## config.mk

```make
export PLATFORM = sky130hd
export DESIGN_NAME = serial_line_unit_registers_top
export DESIGN_NICKNAME = d
export VERILOG_FILES = /design/src/slu_pkg.sv /design/src/slu_in_reg.sv /design/src/slu_core.sv /design/src/slu_out_reg.sv /design/src/serial_line_unit_registers_top.sv
export SDC_FILE = /design/constraint.sdc
export NUM_CORES = 1
export LEC_CHECK = 0
export BUFFER_PORTS_ARGS = -buffer_cell sky130_fd_sc_hd__clkbuf_2
export CAP_MARGIN = 0
export CORE_MARGIN = 5
export CORE_UTILIZATION = 53
export CTS_BUF_LIST = sky130_fd_sc_hd__clkbuf_4
export CTS_CLUSTER_SIZE = 40
export DETAILED_ROUTE_END_ITERATION = 16
export PLACE_DENSITY = 0.78
export SYNTH_ARGS = -nofsm -noshare
export SYNTH_HDL_FRONTEND = slang
export SYNTH_SLANG_ARGS = --single-unit
```

## constraint.sdc

```tcl
create_clock -name clk_i -period 2.3 [get_ports clk_i]
set_clock_uncertainty 0.2 [all_clocks]
set_input_delay 0.115 -clock clk_i [delete_from_list [all_inputs] [get_ports clk_i]]
set_output_delay 0.115 -clock clk_i [all_outputs]
set_load 0.005 [all_outputs]
```

## src/slu_pkg.sv

```systemverilog
package slu_pkg;

  typedef struct packed {
    logic [1:0]  command;
    logic [2:0]  reg_addr;
    logic [15:0] write_data;
    logic        rx_valid;
    logic [7:0]  rx_char;
  } slu_in_t;

  typedef struct packed {
    logic [15:0] read_data;
    logic        bus_error;
    logic        rx_taken;
    logic        tx_valid;
    logic [6:0]  tx_char;
    logic        rx_irq;
    logic        tx_irq;
  } slu_out_t;

  typedef enum logic [1:0] {
    CMD_TICK  = 2'd0,
    CMD_READ  = 2'd1,
    CMD_WRITE = 2'd2
  } slu_cmd_e;

  typedef enum logic [2:0] {
    PH_IDLE  = 3'b001,
    PH_ARMED = 3'b010,
    PH_FIRED = 3'b100
  } slu_phase_e;

  localparam logic [2:0] AddrRxCsr = 3'd0;
  localparam logic [2:0] AddrRxBuf = 3'd2;
  localparam logic [2:0] AddrTxCsr = 3'd4;
  localparam logic [2:0] AddrTxBuf = 3'd6;

  localparam int unsigned DoneBit = 7;
  localparam int unsigned IeBit   = 6;

  localparam logic [15:0] TxCsrReset = 16'h0080;

  // Bit 7 of a control/status register is read-only.
  function automatic logic [15:0] merge_csr(input logic [15:0] old_val,
                                            input logic [15:0] wr_val);
    merge_csr = {wr_val[15:8], old_val[DoneBit], wr_val[6:0]};
  endfunction

endpackage

```

## src/slu_in_reg.sv

```systemverilog
module slu_in_reg
  import slu_pkg::*;
(
  input  logic    clk_i,
  input  logic    rst_ni,
  input  logic    in_valid_i,
  output logic    in_ready_o,
  input  slu_in_t in_data_i,
  input  logic    advance_i,
  output logic    valid_o,
  output slu_in_t data_o
);

  logic    valid_q, valid_d;
  slu_in_t data_q;

  // Take a new beat when empty or when the held one moves on.
  assign in_ready_o = !valid_q || advance_i;

  always_comb begin
    valid_d = valid_q;
    if (in_ready_o) begin
      valid_d = in_valid_i;
    end
  end

  always_ff @(posedge clk_i or negedge rst_ni) begin
    if (!rst_ni) begin
      valid_q <= 1'b0;
    end else begin
      valid_q <= valid_d;
    end
  end

  always_ff @(posedge clk_i) begin
    if (in_valid_i && in_ready_o) begin
      data_q <= in_data_i;
    end
  end

  assign valid_o = valid_q;
  assign data_o  = data_q;

endmodule

```

## src/slu_core.sv

```systemverilog
module slu_core
  import slu_pkg::*;
(
  input  logic     clk_i,
  input  logic     rst_ni,
  input  logic     fire_i,
  input  slu_in_t  item_i,
  output slu_out_t res_o
);

  logic [15:0] rx_csr_q, rx_csr_d;
  logic [15:0] tx_csr_q, tx_csr_d;
  logic [6:0]  rx_buf_q, rx_buf_d;
  logic [7:0]  tx_buf_q, tx_buf_d;
  slu_phase_e  phase_q, phase_d;
  logic [15:0] tx_merged;

  always_comb begin
    rx_csr_d  = rx_csr_q;
    tx_csr_d  = tx_csr_q;
    rx_buf_d  = rx_buf_q;
    tx_buf_d  = tx_buf_q;
    phase_d   = phase_q;
    res_o     = '0;
    tx_merged = merge_csr(tx_csr_q, item_i.write_data);
    case (slu_cmd_e'(item_i.command))
      CMD_TICK: begin
        if (!rx_csr_q[DoneBit] && item_i.rx_valid) begin
          rx_buf_d          = item_i.rx_char[6:0];
          rx_csr_d[DoneBit] = 1'b1;
          res_o.rx_taken    = 1'b1;
          res_o.rx_irq      = rx_csr_q[IeBit];
        end
        if (tx_buf_q != 8'd0) begin
          tx_csr_d[DoneBit] = 1'b1;
          tx_buf_d          = 8'd0;
          res_o.tx_irq      = tx_csr_q[IeBit];
        end else if (phase_q == PH_ARMED) begin
          res_o.tx_irq = 1'b1;
          phase_d      = PH_FIRED;
        end
      end
      CMD_READ: begin
        if (item_i.reg_addr[0]) begin
          res_o.bus_error = 1'b1;
        end else begin
          case (item_i.reg_addr)
            AddrRxCsr: res_o.read_data = rx_csr_q;
            AddrRxBuf: begin
              rx_csr_d[DoneBit] = 1'b0;
              res_o.read_data   = {9'd0, rx_buf_q};
            end
            AddrTxCsr: res_o.read_data = tx_csr_q;
            default:   res_o.read_data = {8'd0, tx_buf_q};
          endcase
        end
      end
      CMD_WRITE: begin
        if (item_i.reg_addr[0]) begin
          res_o.bus_error = 1'b1;
        end else begin
          case (item_i.reg_addr)
            AddrRxCsr: rx_csr_d = merge_csr(rx_csr_q, item_i.write_data);
            AddrRxBuf: ;
            AddrTxCsr: begin
              tx_csr_d = tx_merged;
              if (tx_merged[DoneBit] && tx_merged[IeBit] && phase_q == PH_IDLE) begin
                phase_d = PH_ARMED;
              end else if (phase_q == PH_FIRED) begin
                phase_d = PH_IDLE;
              end
            end
            default: begin
              res_o.tx_char     = item_i.write_data[6:0];
              res_o.tx_valid    = 1'b1;
              tx_buf_d          = {1'b1, item_i.write_data[6:0]};
              tx_csr_d[DoneBit] = 1'b0;
              phase_d           = PH_IDLE;
            end
          endcase
        end
      end
      default: ;
    endcase
  end

  always_ff @(posedge clk_i or negedge rst_ni) begin
    if (!rst_ni) begin
      rx_csr_q <= '0;
      tx_csr_q <= TxCsrReset;
      rx_buf_q <= '0;
      tx_buf_q <= '0;
      phase_q  <= PH_IDLE;
    end else if (fire_i) begin
      rx_csr_q <= rx_csr_d;
      tx_csr_q <= tx_csr_d;
      rx_buf_q <= rx_buf_d;
      tx_buf_q <= tx_buf_d;
      phase_q  <= phase_d;
    end
  end

  // Transmitter ready exactly when no character is held in the buffer.
  a_tx_ready_buf: assert property (@(posedge clk_i) disable iff (!rst_ni)
    tx_csr_q[DoneBit] == (tx_buf_q == 8'd0))
    else $error("tx ready bit disagrees with tx buffer state");

  a_tx_buf_busy: assert property (@(posedge clk_i) disable iff (!rst_ni)
    (tx_buf_q != 8'd0) |-> tx_buf_q[7])
    else $error("tx buffer holds a character without its busy mark");

  a_phase_onehot: assert property (@(posedge clk_i) disable iff (!rst_ni)
    $onehot(phase_q))
    else $error("deferred interrupt phase lost its one-hot code");

  a_txbuf_wr_idle: assert property (@(posedge clk_i) disable iff (!rst_ni)
    (fire_i && item_i.command == CMD_WRITE && item_i.reg_addr == AddrTxBuf)
      |=> (phase_q == PH_IDLE))
    else $error("tx buffer write did not drop the deferred interrupt");

  a_irq_vs_send: assert property (@(posedge clk_i) disable iff (!rst_ni)
    fire_i |-> !(res_o.tx_irq && res_o.tx_valid))
    else $error("transmit interrupt and transmit character in one beat");

endmodule

```

## src/slu_out_reg.sv

```systemverilog
module slu_out_reg
  import slu_pkg::*;
(
  input  logic     clk_i,
  input  logic     rst_ni,
  input  logic     load_valid_i,
  input  slu_out_t load_data_i,
  output logic     advance_o,
  output logic     out_valid_o,
  input  logic     out_ready_i,
  output slu_out_t out_data_o
);

  logic     valid_q, valid_d;
  slu_out_t data_q;

  // Free to load when empty or when the held beat is taken now.
  assign advance_o = !valid_q || out_ready_i;

  always_comb begin
    valid_d = valid_q;
    if (advance_o) begin
      valid_d = load_valid_i;
    end
  end

  always_ff @(posedge clk_i or negedge rst_ni) begin
    if (!rst_ni) begin
      valid_q <= 1'b0;
    end else begin
      valid_q <= valid_d;
    end
  end

  always_ff @(posedge clk_i) begin
    if (load_valid_i && advance_o) begin
      data_q <= load_data_i;
    end
  end

  assign out_valid_o = valid_q;
  assign out_data_o  = data_q;

endmodule

```

## src/serial_line_unit_registers_top.sv

```systemverilog
// Serial line unit register pair: receiver and transmitter control/status
// and buffer registers behind a valid/ready bus channel.
// Input channel: one beat per bus operation (tick, register read or register
// write) carrying command, reg_addr, write_data, rx_valid and rx_char.
// Output channel: exactly one result beat per input beat, in order, with
// read data, bus error, receive-taken, transmitted character and the two
// interrupt requests.
// Path: an accepted beat waits in the input register; when it moves on, the
// registers are updated and its result is loaded into the result register,
// which offers it on the output channel.
// Throughput: one beat per cycle while the receiver takes each result; the
// register update is a single shallow pass, so beats follow back to back.
// Reset (rst_ni low, asynchronous): rx status, both buffers clear, tx status
// reads ready (0x80), deferred interrupt idle, both stages empty.
// Receiver stall: the result register holds its beat; an empty input register
// still takes one more beat, then in_ready_o drops until the result goes.
module serial_line_unit_registers_top
  import slu_pkg::*;
(
  input  logic     clk_i,
  input  logic     rst_ni,
  input  logic     in_valid_i,
  output logic     in_ready_o,
  input  slu_in_t  in_data_i,
  output logic     out_valid_o,
  input  logic     out_ready_i,
  output slu_out_t out_data_o
);

  logic     stage_valid;
  slu_in_t  stage_data;
  logic     advance;
  logic     fire;
  slu_out_t result;

  // Input register: hold the beat until the result register can take it.
  slu_in_reg u_in_reg (
    .clk_i      (clk_i),
    .rst_ni     (rst_ni),
    .in_valid_i (in_valid_i),
    .in_ready_o (in_ready_o),
    .in_data_i  (in_data_i),
    .advance_i  (advance),
    .valid_o    (stage_valid),
    .data_o     (stage_data)
  );

  // Commit the register update only when the beat moves on.
  assign fire = stage_valid && advance;

  slu_core u_core (
    .clk_i  (clk_i),
    .rst_ni (rst_ni),
    .fire_i (fire),
    .item_i (stage_data),
    .res_o  (result)
  );

  slu_out_reg u_out_reg (
    .clk_i        (clk_i),
    .rst_ni       (rst_ni),
    .load_valid_i (stage_valid),
    .load_data_i  (result),
    .advance_o    (advance),
    .out_valid_o  (out_valid_o),
    .out_ready_i  (out_ready_i),
    .out_data_o   (out_data_o)
  );

endmodule

```

==> summary.txt <==
Root buffer cell -> clkbuf_4
Worst path max stage delay -> 0.43 ns
Worst-skew pair later-pin latency -> 0.46 ns
WP data arrival -> 2.39 ns
Initial DRC Count -> 97
Total Power -> 4.28 mW
Depth of the worst register-to-register path -> 6
Clk slew on worst S/H paths -> 0.16 ns
Share of layout cells above drive strength 1 -> 0.330
Pwr/cell area -> 787 mW/mm²
WL/cell -> 17.7 µm
Fmax achieved -> 449 MHz
Worst setup EP type -> flop
Register area share after synthesis -> 0.683
Layout area overhead -> 24.4%
RePlAce Congestion -> 0.881
Top_reg_cell synth -> edfxtp_1
Reg2reg end -> u_core.rx_csr_q[5]$_DFFE_PN0P_
Max clock buf depth -> 2
First-pass GRT wire length -> 13800 µm
Crit path time final -> 2.23 ns
N_diodes -> 0
Mean Syn Cell Area -> 16.3 µm²
Netlist Area Pre-Place -> 0.00437 mm²
Vias per cell -> 5.39
Num CTS Buffers -> 9
I/O Buffers -> 61
CP Buf/Inv Count -> 2
Delay-heaviest family, CP -> simple AND/OR/NAND/NOR gates
Status -> completed
Max VDD drop -> 0.330 mV
Final ANT Viol Nets -> 0
YS warnings -> 0
DP Area -> 0.00491 mm²
Cell row count -> 33
FF/Latch Area -> 0.00299 mm²
# DRC -> 0
Hold Path Class -> primary input to asynchronous set/reset pin
Final Cell Area -> 0.00544 mm²
Fillers -> 571
Hold Vio Cnt, Final -> 0
Synth async-reset ratio -> 0.481
Synth Net Count -> 305
Max Cap Violations -> 0
Die Area -> 0.0102 mm²
Vias in the first global route -> 2785
Drt total wl -> 8750 µm
Die height -> 101 µm
RSZ-0062 raised after global routing -> false
Final #Nets -> 420
Worst Path Max Fanout -> 8
CTS tree -> built
GRT overflow -> 0
# IOs -> 64
Drt first pass iters -> 4
Origin of the critical flop-to-flop path -> u_in_reg.data_o[28]$_DFFE_PP_
Leak Pwr -> 2.38 nW
Slowest CP cell -> edfxtp_1
H-tree depth -> 3
Slew HR -> 0.560
Initial antenna violation count -> 0
Final WS setup -> 0.0730 ns
Cell count after synthesis -> 268
Post-synth EDFFs -> 56
CP cell instances -> inv_2 > ha_2 > or3b_4 > or3_4 > buf_6 > mux2_4
Final setup vio count -> 0
Least-Margin Pin Slew -> 0.660 ns
Synth top area cells -> edfxtp_1 38%, dfrtp_1 29%, mux2_1 7.2%
Library cells used by synthesis -> 44
CTS Sinks -> 108
Setup TNS Final -> 0 ns
Reg2Reg Setup Slack -> 0.07 ns
CP Launch Type -> flop
HPWL after DPL -> 5770 µm
Post-synth top area share -> 0.385
DR vias -> 2657
WHS -> 0.105 ns
Post-synthesis register bit count -> 108
Core ar. -> 0.00813 mm²
Max Slew Vio Count -> 0
CP Class -> flop to flop
Maximum number of pins on one net before global-route repair -> 53
Cell taking the most area after synthesis -> edfxtp_1
Req. time, crit path -> 2.46 ns
Multi-input logic area -> 0.00133 mm²
Pre-CTS setup slack -> 0.00914 ns
Total GRT Usage -> 0.183
Die width -> 101 µm
Tcrit/Tclk final -> 0.968
Initial Util -> 0.537
==> power by group <==
group | internal, mW | switching, mW
sequential | 2.34 | 0.171
combinational | 0.388 | 0.274
clock | 0.462 | 0.641
total | 3.19 | 1.09
==> flip-flops by register name (all words and copies together), names as in the netlist <==
name / flops
u_core.tx_csr_q: 16
u_in_reg.data_o: 28
u_core.rx_csr_q: 16
u_out_reg.out_valid_o: 1
u_in_reg.valid_o: 1
u_core.phase_q: 3
u_core.tx_buf_q: 8
u_out_reg.out_data_o: 28
u_core.rx_buf_q: 7
==> cell usage in the layout (no fill, tap or decap), types with 4 or more instances in the layout <==
cell type and count:
clkbuf_2 61, edfxtp_1 56, dfrtp_1 50, dlygate4sd3_1 32, mux2_1 28, buf_4 19, nor2_1 13, nor2b_1 10
and2_1 10, mux2_4 10, mux2i_1 9, clkbuf_4 9, mux4_2 7, a22o_1 7, nand2_1 6, nand2b_1 5
a21oi_1 4, inv_1 4
==> metrics by stage <==
| stage | std cells | util |
|---|---|---|
| floorplan | 268 | - |
| global placement | 444 | 0.603 |
| detailed placement | 444 | 0.603 |
| CTS | 493 | 0.665 |
| global route | 493 | 0.668 |
| finish | 493 | 0.668 |
==> cell families after synthesis <==
group,Yosys count,synth area share
and+or+nand+nor,64,0.0870
buffers and inverters,16,0.0169
adders and majority gates,3,0.00859
AOI/OAI and AO/OA,23,0.0412
DFF,108,0.683
muxes,54,0.163
==> worst min-delay path, stage by stage <==
cell and delay, ns:
dlygate4sd3_1 0.53, clkbuf_2 0.10, buf_4 0.52
==> worst max path at each step <==
stage / start / to / slack [ns] / cells after the start
2_1_floorplan: u_in_reg.data_o[28]$_DFFE_PP_ / u_core.rx_csr_q[10]$_DFFE_PN0P_ / -0.03 / 8
5_1_grt: u_in_reg.data_o[28]$_DFFE_PP_ / u_core.rx_csr_q[5]$_DFFE_PN0P_ / 0.006 / 6
4_1_cts: u_in_reg.data_o[28]$_DFFE_PP_ / u_core.rx_csr_q[5]$_DFFE_PN0P_ / 0.001 / 6
3_3_place_gp: u_in_reg.data_o[28]$_DFFE_PP_ / u_core.rx_csr_q[10]$_DFFE_PN0P_ / 0.04 / 6
6_report: u_in_reg.data_o[28]$_DFFE_PP_ / u_core.rx_csr_q[5]$_DFFE_PN0P_ / 0.07 / 6
3_5_place_dp: u_in_reg.data_o[28]$_DFFE_PP_ / u_core.rx_csr_q[5]$_DFFE_PN0P_ / 0.009 / 6
==> cell usage after synthesis (2+ instances only) <==
library cell  count
dfstp_2           2
nand2b_1          5
nor4_2            2
nand2_1           6
mux2_4           10
mux2i_1           9
buf_2             2
nand4_1           3
o22ai_1           2
nor2_1           13
clkbuf_1          5
or2_1             2
inv_1             5
and2_1           10
ha_1              3
a21oi_1           4
nor2b_1          12
a22o_1            7
mux4_2            7
o41ai_1           2
dfrtp_1          50
nor3_1            3
edfxtp_1         56
mux2_1           28
==> final cells by class <==
type                            count  area share
Multi-Input combinational cell    144       0.245
Sequential cell                   108       0.549
Inverter                            6     0.00414
Timing Repair Buffer              114       0.145
Clock buffer                        9      0.0124
Clock inverter                      7      0.0196
Tap cell                          105      0.0242
==> timing repair <==
| action | in CTS | in global routing |
|---|---|---|
| gates cloned | 0 | 0 |
| setup buffers | 1 | 0 |
| endpoints found under the hold margin | 82 | 0 |
| hold buffers | 32 | 0 |
| gates resized for setup | 0 | 8 |
| endpoints found under the setup margin | 6 | 17 |
==> per-layer routing <==
| layer | routed length [µm] | track usage |
|---|---|---|
| met4 | 188 | 0.0819 |
| met3 | 428 | 0.0277 |
| met5 | 0 | 0 |
| met2 | 4700 | 0.324 |
| met1 | 3430 | 0.220 |
(Power assumes the default switching activity.)
